[src/rtl/core/ple_pkg.sv]
`default_nettype none
package ple_pkg;

  localparam int DEPTH      = 256;
  localparam int DATA_WIDTH = 32;
  localparam int AW         = $clog2(DEPTH);
  localparam int CW         = $clog2(DEPTH + 1);

  typedef enum logic [2:0] {
    CMD_READ   = 3'd0,
    CMD_WRITE  = 3'd1,
    CMD_INSERT = 3'd2,
    CMD_REMOVE = 3'd3,
    CMD_SWAP   = 3'd4,
    CMD_CLEAR  = 3'd5
  } cmd_t;

  typedef enum logic [1:0] {
    ST_OK    = 2'd0,
    ST_RANGE = 2'd1,
    ST_FULL  = 2'd2
  } status_t;

  typedef struct packed {
    logic [2:0]            cmd;
    logic [8:0]            position;
    logic [DATA_WIDTH-1:0] value;
  } req_t;

  typedef struct packed {
    logic [1:0]  status;
    logic [31:0] read_value;
    logic [8:0]  list_length;
  } rsp_t;

  typedef enum logic [3:0] {
    S_IDLE, S_CHECK, S_RD_ORD, S_RD_ST, S_FIN, S_INS_ST, S_INS_RD, S_INS_WR,
    S_SC_RD, S_SC_WR, S_OC_RD, S_OC_WR, S_RESP
  } state_t;

  typedef enum logic [1:0] { ORA_POS, ORA_IDX_M1, ORA_SRC } ord_ra_t;
  typedef enum logic       { STA_ORD, STA_IDX1 } st_ra_t;
  typedef enum logic [1:0] { SW_NONE, SW_VAL_SLOT, SW_VAL_CNT, SW_RDATA_IDX } st_wr_t;
  typedef enum logic [1:0] { OW_NONE, OW_SHIFT_UP, OW_PUT_POS, OW_COMPACT } ord_wr_t;
  typedef enum logic [2:0] { IX_HOLD, IX_CNT, IX_SLOT, IX_ZERO, IX_INC, IX_DEC } idx_op_t;
  typedef enum logic [1:0] { CN_HOLD, CN_INC, CN_DEC, CN_CLR } cnt_op_t;

  typedef struct packed {
    logic    load;
    ord_ra_t ord_ra;
    st_ra_t  st_ra;
    logic    slot_cap;
    st_wr_t  st_wr;
    ord_wr_t ord_wr;
    idx_op_t idx_op;
    cnt_op_t cnt_op;
    logic    rv_cap;
    logic    stat_set;
    status_t stat;
    logic    out_load;
  } ctl_t;

  typedef struct packed {
    logic [2:0] cmd;
    logic       pos_lt_cnt;
    logic       pos_le_cnt;
    logic       full;
    logic       idx_gt_pos;
    logic       idx1_lt_cnt;
    logic       out_busy;
  } sts_t;

endpackage
`default_nettype wire

[src/rtl/core/ple_ctrl.sv]
`default_nettype none
module ple_ctrl (
  input  wire logic          clk,
  input  wire logic          rst,
  input  wire logic          accept,
  input  wire ple_pkg::sts_t sts,
  output ple_pkg::ctl_t      ctl,
  output logic               busy
);

  ple_pkg::state_t state, state_next;

  always_ff @(posedge clk) begin
    if (rst) state <= ple_pkg::S_IDLE;
    else     state <= state_next;
  end

  assign busy = (state != ple_pkg::S_IDLE);

  always_comb begin
    state_next   = state;
    ctl          = '0;
    ctl.ord_ra   = ple_pkg::ORA_POS;
    ctl.st_ra    = ple_pkg::STA_ORD;
    ctl.st_wr    = ple_pkg::SW_NONE;
    ctl.ord_wr   = ple_pkg::OW_NONE;
    ctl.idx_op   = ple_pkg::IX_HOLD;
    ctl.cnt_op   = ple_pkg::CN_HOLD;
    ctl.stat     = ple_pkg::ST_OK;
    case (state)
      ple_pkg::S_IDLE: begin
        if (accept) begin
          ctl.load   = 1'b1;
          state_next = ple_pkg::S_CHECK;
        end
      end
      ple_pkg::S_CHECK: begin
        state_next = ple_pkg::S_RESP;
        case (sts.cmd)
          ple_pkg::CMD_READ, ple_pkg::CMD_WRITE, ple_pkg::CMD_SWAP,
          ple_pkg::CMD_REMOVE: begin
            if (sts.pos_lt_cnt) state_next = ple_pkg::S_RD_ORD;
            else begin
              ctl.stat_set = 1'b1;
              ctl.stat     = ple_pkg::ST_RANGE;
            end
          end
          ple_pkg::CMD_INSERT: begin
            if (!sts.pos_le_cnt) begin
              ctl.stat_set = 1'b1;
              ctl.stat     = ple_pkg::ST_RANGE;
            end else if (sts.full) begin
              ctl.stat_set = 1'b1;
              ctl.stat     = ple_pkg::ST_FULL;
            end else begin
              state_next = ple_pkg::S_INS_ST;
            end
          end
          ple_pkg::CMD_CLEAR: ctl.cnt_op = ple_pkg::CN_CLR;
          default: ;
        endcase
      end
      ple_pkg::S_RD_ORD: state_next = ple_pkg::S_RD_ST;
      ple_pkg::S_RD_ST: begin
        ctl.slot_cap = 1'b1;
        state_next   = ple_pkg::S_FIN;
      end
      ple_pkg::S_FIN: begin
        if (sts.cmd == ple_pkg::CMD_REMOVE) begin
          ctl.rv_cap = 1'b1;
          ctl.idx_op = ple_pkg::IX_SLOT;
          state_next = ple_pkg::S_SC_RD;
        end else begin
          ctl.rv_cap = (sts.cmd != ple_pkg::CMD_WRITE);
          if (sts.cmd != ple_pkg::CMD_READ) ctl.st_wr = ple_pkg::SW_VAL_SLOT;
          state_next = ple_pkg::S_RESP;
        end
      end
      ple_pkg::S_INS_ST: begin
        ctl.st_wr  = ple_pkg::SW_VAL_CNT;
        ctl.idx_op = ple_pkg::IX_CNT;
        state_next = ple_pkg::S_INS_RD;
      end
      ple_pkg::S_INS_RD: begin
        ctl.ord_ra = ple_pkg::ORA_IDX_M1;
        if (sts.idx_gt_pos) begin
          state_next = ple_pkg::S_INS_WR;
        end else begin
          ctl.ord_wr = ple_pkg::OW_PUT_POS;
          ctl.cnt_op = ple_pkg::CN_INC;
          state_next = ple_pkg::S_RESP;
        end
      end
      ple_pkg::S_INS_WR: begin
        ctl.ord_wr = ple_pkg::OW_SHIFT_UP;
        ctl.idx_op = ple_pkg::IX_DEC;
        state_next = ple_pkg::S_INS_RD;
      end
      ple_pkg::S_SC_RD: begin
        ctl.st_ra = ple_pkg::STA_IDX1;
        if (sts.idx1_lt_cnt) begin
          state_next = ple_pkg::S_SC_WR;
        end else begin
          ctl.idx_op = ple_pkg::IX_ZERO;
          state_next = ple_pkg::S_OC_RD;
        end
      end
      ple_pkg::S_SC_WR: begin
        ctl.st_wr  = ple_pkg::SW_RDATA_IDX;
        ctl.idx_op = ple_pkg::IX_INC;
        state_next = ple_pkg::S_SC_RD;
      end
      ple_pkg::S_OC_RD: begin
        ctl.ord_ra = ple_pkg::ORA_SRC;
        if (sts.idx1_lt_cnt) begin
          state_next = ple_pkg::S_OC_WR;
        end else begin
          ctl.cnt_op = ple_pkg::CN_DEC;
          state_next = ple_pkg::S_RESP;
        end
      end
      ple_pkg::S_OC_WR: begin
        ctl.ord_wr = ple_pkg::OW_COMPACT;
        ctl.idx_op = ple_pkg::IX_INC;
        state_next = ple_pkg::S_OC_RD;
      end
      ple_pkg::S_RESP: begin
        if (!sts.out_busy) begin
          ctl.out_load = 1'b1;
          state_next   = ple_pkg::S_IDLE;
        end
      end
      default: state_next = ple_pkg::S_IDLE;
    endcase
  end

endmodule
`default_nettype wire

[config.mk]
export PLATFORM = sky130hd
export DESIGN_NAME = ple_ctrl
export DESIGN_NICKNAME = d
export VERILOG_FILES = /design/src/rtl/core/ple_pkg.sv /design/src/rtl/core/ple_ctrl.sv
export SDC_FILE = /design/constraint.sdc
export NUM_CORES = 1
export LEC_CHECK = 0
export BUFFER_PORTS_ARGS = -buffer_cell sky130_fd_sc_hd__buf_2
export CORE_UTILIZATION = 43
export CTS_CLUSTER_DIAMETER = 40
export DETAILED_ROUTE_END_ITERATION = 7
export GPL_ROUTABILITY_DRIVEN = 0
export GPL_TIMING_DRIVEN = 0
export PLACE_DENSITY = 0.82
export SLEW_MARGIN = 10
export SYNTH_ARGS = -nofsm -noshare
export SYNTH_HDL_FRONTEND = slang
export SYNTH_SLANG_ARGS = --single-unit
export TNS_END_PERCENT = 1
[constraint.sdc]
create_clock -name clk -period 1.55 [get_ports clk]
set_input_delay 0.31 -clock clk [delete_from_list [all_inputs] [get_ports clk]]
set_output_delay 0.31 -clock clk [all_outputs]
set_load 0.01 [all_outputs]
# Word level (Yosys, flattened, before mapping)
# Index checks and enable logic that the tools add are counted.
[word_totals]
regBits = 4
out_inout_bits = 20
elab_cells = 66
[classes]
n_eq_ne = 20
reduce_logical = 8
n_mux = 37
[ops]
columns = ["cell", "count"]
rows = [
  ["4-bit case mux with 12 select lines", 1],
  ["4-bit 2-to-1 mux", 6],
  ["4-bit equality test (second input constant)", 5],
  ["3-bit 2-to-1 mux", 6],
  ["2-bit case mux with 3 select lines", 3],
  ["4-bit by 3-bit equality test with 1-bit output (second input constant)", 4],
  ["3-bit case mux with 5 select lines", 1],
  ["2-bit 2-to-1 mux", 7],
  ["1-bit 2-to-1 mux", 10],
  ["4-bit by 2-bit equality test with 1-bit output (second input constant)", 2],
  ["4-bit case mux with 2 select lines", 1],
  ["3-bit by 2-bit equality test with 1-bit output (second input constant)", 2],
  ["3-bit equality test (second input constant)", 2],
  ["3-bit case mux with 2 select lines", 1],
  ["4-bit by 1-bit equality test with 1-bit output (second input constant)", 1],
  ["4-bit logical NOT", 1],
  ["2-bit != test (second input constant)", 2],
  ["2-bit case mux with 2 select lines", 1],
  ["4-bit nonzero test", 1],
  ["2-bit OR reduction", 2],
  ["4-bit OR reduction", 1],
  ["3-bit by 1-bit equality test with 1-bit output (second input constant)", 1],
  ["3-bit logical NOT", 1],
  ["3-bit by 1-bit != test with 1-bit output (second input constant)", 1],
  ["2 further kinds", 2],
]

# Depth between registers and ports, before layout
[logic_depth]
ltp_word = 4
mapped_depth = 5
ltp_nobuf = 4

# Worst setup path before layout
# Ideal clock, no wire load.
[synth_timing]
kind = "register to output"
start = "reg state[3]"
end = "out ctl[11] (netlist bit)"
stages_incl_launch_ff = 4
slack_ns = 0.115
t_required_ns = 1.240
arrival_time_ns = 1.125
path_cell_list = "dfxtp_1 -> nand2b_1 -> or3_1 -> a21boi_1"
[synth_lines]
columns = ["item", "line", "rtl"]
rows = [
  ["from (decl)", "ple_ctrl.sv:11", "ple_pkg::state_t state, state_next;"],
  ["from (signal assigned)", "ple_ctrl.sv:14", "if (rst) state <= ple_pkg::S_IDLE;"],
  ["from (signal assigned)", "ple_ctrl.sv:15", "else state <= state_next;"],
  ["to (decl)", "ple_ctrl.sv:7", "output ple_pkg::ctl_t ctl,"],
]

==> results.py <==
metrics = {
    "outcome": {
        "outcome": "complete, but fails checks",
        "failed_checks": "negative setup slack",
    },
    "logic_synthesis": {
        "avgSynthCellArea_um2": 6.47,
        "syn_area_um2": 608,
        "syn_inst": 94,
        "seq_area_frac_synth_pct": 13.2,
        "synth-async-reset-ratio_pct": 0,
        "ys_seq_elements": 4,
        "synth_edf_count": 0,
        "synthFlopType": "dfxtp_1",
        "synthDistinctLibCells": 34,
        "syn-num-nets": 106,
        "yosysWarnings": 0,
    },
    "power": {
        "power_frac_seq_pct": 16.6,
        "powerDensity_nw_per_um2": 1630,
        "irDropWorstVdd_v": 0.000751,
        "p_leak_uw": 0.000469,
        "internal_power_uw": 829,
        "p_sw_uw": 766,
        "finalPower_uw": 1600,
        "power_frac_comb_pct": 75.0,
        "p_sw_share_pct": 48.0,
        "clock_power_share_pct": 8.4,
    },
    "setup_path": {
        "crit_required_ns": 1.24,
        "cp_top_family": "simple AND/OR/NAND/NOR gates",
        "end_kind": "primary output",
        "cp_num_buf_inv": 2,
        "crit_type": "reg -> out",
        "worstPathMaxFanout": 3,
        "critPathSlowestCell": "dfxtp_4",
        "cp.arrival_ns": 1.36,
        "start_kind": "register",
        "max_stage_delay_ns": 0.35,
        "crit_chain": "buf_4 -> nand2b_4 -> nor4_4 -> a21oi_1 -> nor2_1 -> buf_2",
    },
    "cells_and_area": {
        "max_flop_register": "state",
        "final_common_cell": "buf_2",
        "syn2layout_area_growth_pct": 60.5,
        "drive_gt1_share_pct": 47.8,
        "largest_reg_flops": 4,
        "nets": 148,
        "n_fill_cell": 104,
        "final_area_um2": 976,
        "reg_top3": "state: 4 flops",
        "layout_common_cells": "30 x buf_2, 10 x nor2_1, 10 x a21oi_1, 9 x buf_4",
        "num_antenna_cells": 0,
    },
    "sta": {
        "timing.setup.tns_ns": -0.856,
        "fin_worst_skew_ns": 0.00265,
        "worst_pin_slew_ns": 0.263,
        "hold_viol": 0,
        "finalCriticalPeriod_ns": 1.67,
        "relSlewSlack_pct": 82.4,
        "finalSetupViolCount": 12,
        "final.period_utilization_pct": 108,
        "fmax_mhz": 600,
        "rsz0062_at_grt": "true",
        "fin_ws_ns": -0.118,
        "drv_slew": 0,
    },
    "clock_network": {
        "clockBufferDepth": 2,
        "htreeDepth": 1,
        "worstSkewPairLatency_ns": 0.24,
        "cts_buffers": 3,
        "cts_sinks": 4,
        "clk_pin_slew_ns": 0.04,
        "root_buffer": "clkbuf_4",
        "cts_tree": "yes",
    },
    "drt": {
        "drc": 0,
        "totalWireLength_um": 2130,
        "initialDrtViolationCount": 39,
        "wire_per_inst_um": 14.3,
        "vias_per_cell": 5.91,
        "dr.pass1.iters": 4,
        "dr_total_vias": 880,
        "ant_nets": 0,
    },
    "placed_design": {
        "dpl.hpwl_um": 1410,
        "post_dp_cell_area_um2": 772,
        "numPortBuffers": 29,
    },
    "global_routing": {
        "grtUsageMet3_pct": 9.66,
        "use_met1_pct": 32.3,
        "grt_max_degree": 11,
        "grt_util_met2_pct": 50.4,
        "grt_pass1_vias": 719,
        "grt_pass1_wl_um": 3030,
        "gr-total-overflow": 0,
        "grt_util_all_layers_pct": 29.0,
        "antenna_found_initial": 0,
        "grt-busiest-layer": "met2",
    },
    "die": {
        "fp.dieH_um": 39.6,
        "placementRows": 13,
        "die_x_um": 39.6,
        "die_area_um2": 1570,
        "io_pins": 32,
        "core-area_um2": 1300,
        "start_util_pct": 46.7,
    },
    "run": {
        "max_cap_viol_count": 0,
    },
    "worst_hold_path": {
        "hold_class": "in -> reg",
    },
}
==> stage by stage <==
step	setup WS (ns)	utilization (%)	hold slack, ns	cells
2_1_floorplan	0.115	-	0.379	94
3_3_place_gp	-0.0138	59.3	0.527	138
3_5_place_dp	-0.0583	59.3	0.529	138
4_1_cts	-0.112	71.3	0.273	149
5_1_grt	-0.208	75.0	0.274	149
6_report	-0.118	75.0	0.272	149
==> power groups by stage <==
stage / Sequential, µW / Clock [µW] / Combinational (µW)
finish: 265 / 134 / 1200
global route: 271 / 146 / 1280
CTS: 259 / 133 / 1090
detailed placement: 226 / 0 / 831
global placement: 222 / 0 / 819
floorplan: 209 / 0 / 586
==> timing repair <==
item,4_1_cts,5_1_grt
endpoints found under the hold margin,0,0
pin swaps,3,3
hold buffers,0,0
gates resized for setup,20,12
setup buffers,8,0
setup endpoints to repair,20,15
==> layer usage <==
metal,vias up,wire length [µm],part of all wire [%]
met5,-,0,0
met1,408,920,43
met3,4,120,5.6
met4,0,31,1.5
li1,428,-,-
met2,40,1060,50
==> cells in the mapped netlist (2+ instances only) <==
| library cell | count | area share, % |
|---|---|---|
| a21oi_1 | 10 | 8.2 |
| a31oi_1 | 4 | 4.1 |
| and2_1 | 3 | 3.1 |
| buf_2 | 5 | 4.1 |
| dfxtp_1 | 4 | 13 |
| inv_1 | 6 | 3.7 |
| nand2_1 | 5 | 3.1 |
| nand2b_1 | 9 | 9.3 |
| nand3_1 | 2 | 1.6 |
| nor2_1 | 12 | 7.4 |
| nor3_1 | 3 | 2.5 |
| nor4_1 | 2 | 2.1 |
| o211a_1 | 2 | 3.3 |
| o211ai_1 | 2 | 2.5 |
| o21ai_0 | 2 | 1.6 |
| o221ai_1 | 2 | 2.9 |
| o22ai_1 | 4 | 4.1 |
==> area by class of cell <==
cell class / instances / area, µm² / share of cell area, %
repair buffers: 37 / 218 / 22.3
inverters: 7 / 26.3 / 2.69
plain buffers: 6 / 47.5 / 4.87
flip-flops and latches: 4 / 92.6 / 9.49
well taps: 15 / 18.8 / 1.92
multi-input cells: 77 / 551 / 56.4
clock buffers: 3 / 22.5 / 2.31
==> kinds of logic after synthesis <==
kind of cell / share of synthesized area [%]
AO/OA/AOI/OAI: 34.8
XOR/XNOR: 1.44
flip-flops: 13.2
buffers and inverters: 9.05
AND/OR/NAND/NOR: 41.6
==> path summary, 6_finish.rpt <==
kind / start / to / slack [ns] / cells past startpoint
min reg2reg: state[3] / state[3] / 0.67 / 2
min: rst / state[2] / 0.27 / 2
max reg2reg: state[1] / state[3] / 0.12 / 5
max: state[0] / ctl[5] / -0.12 / 6
Note: power is estimated with default switching activity, not from simulation.
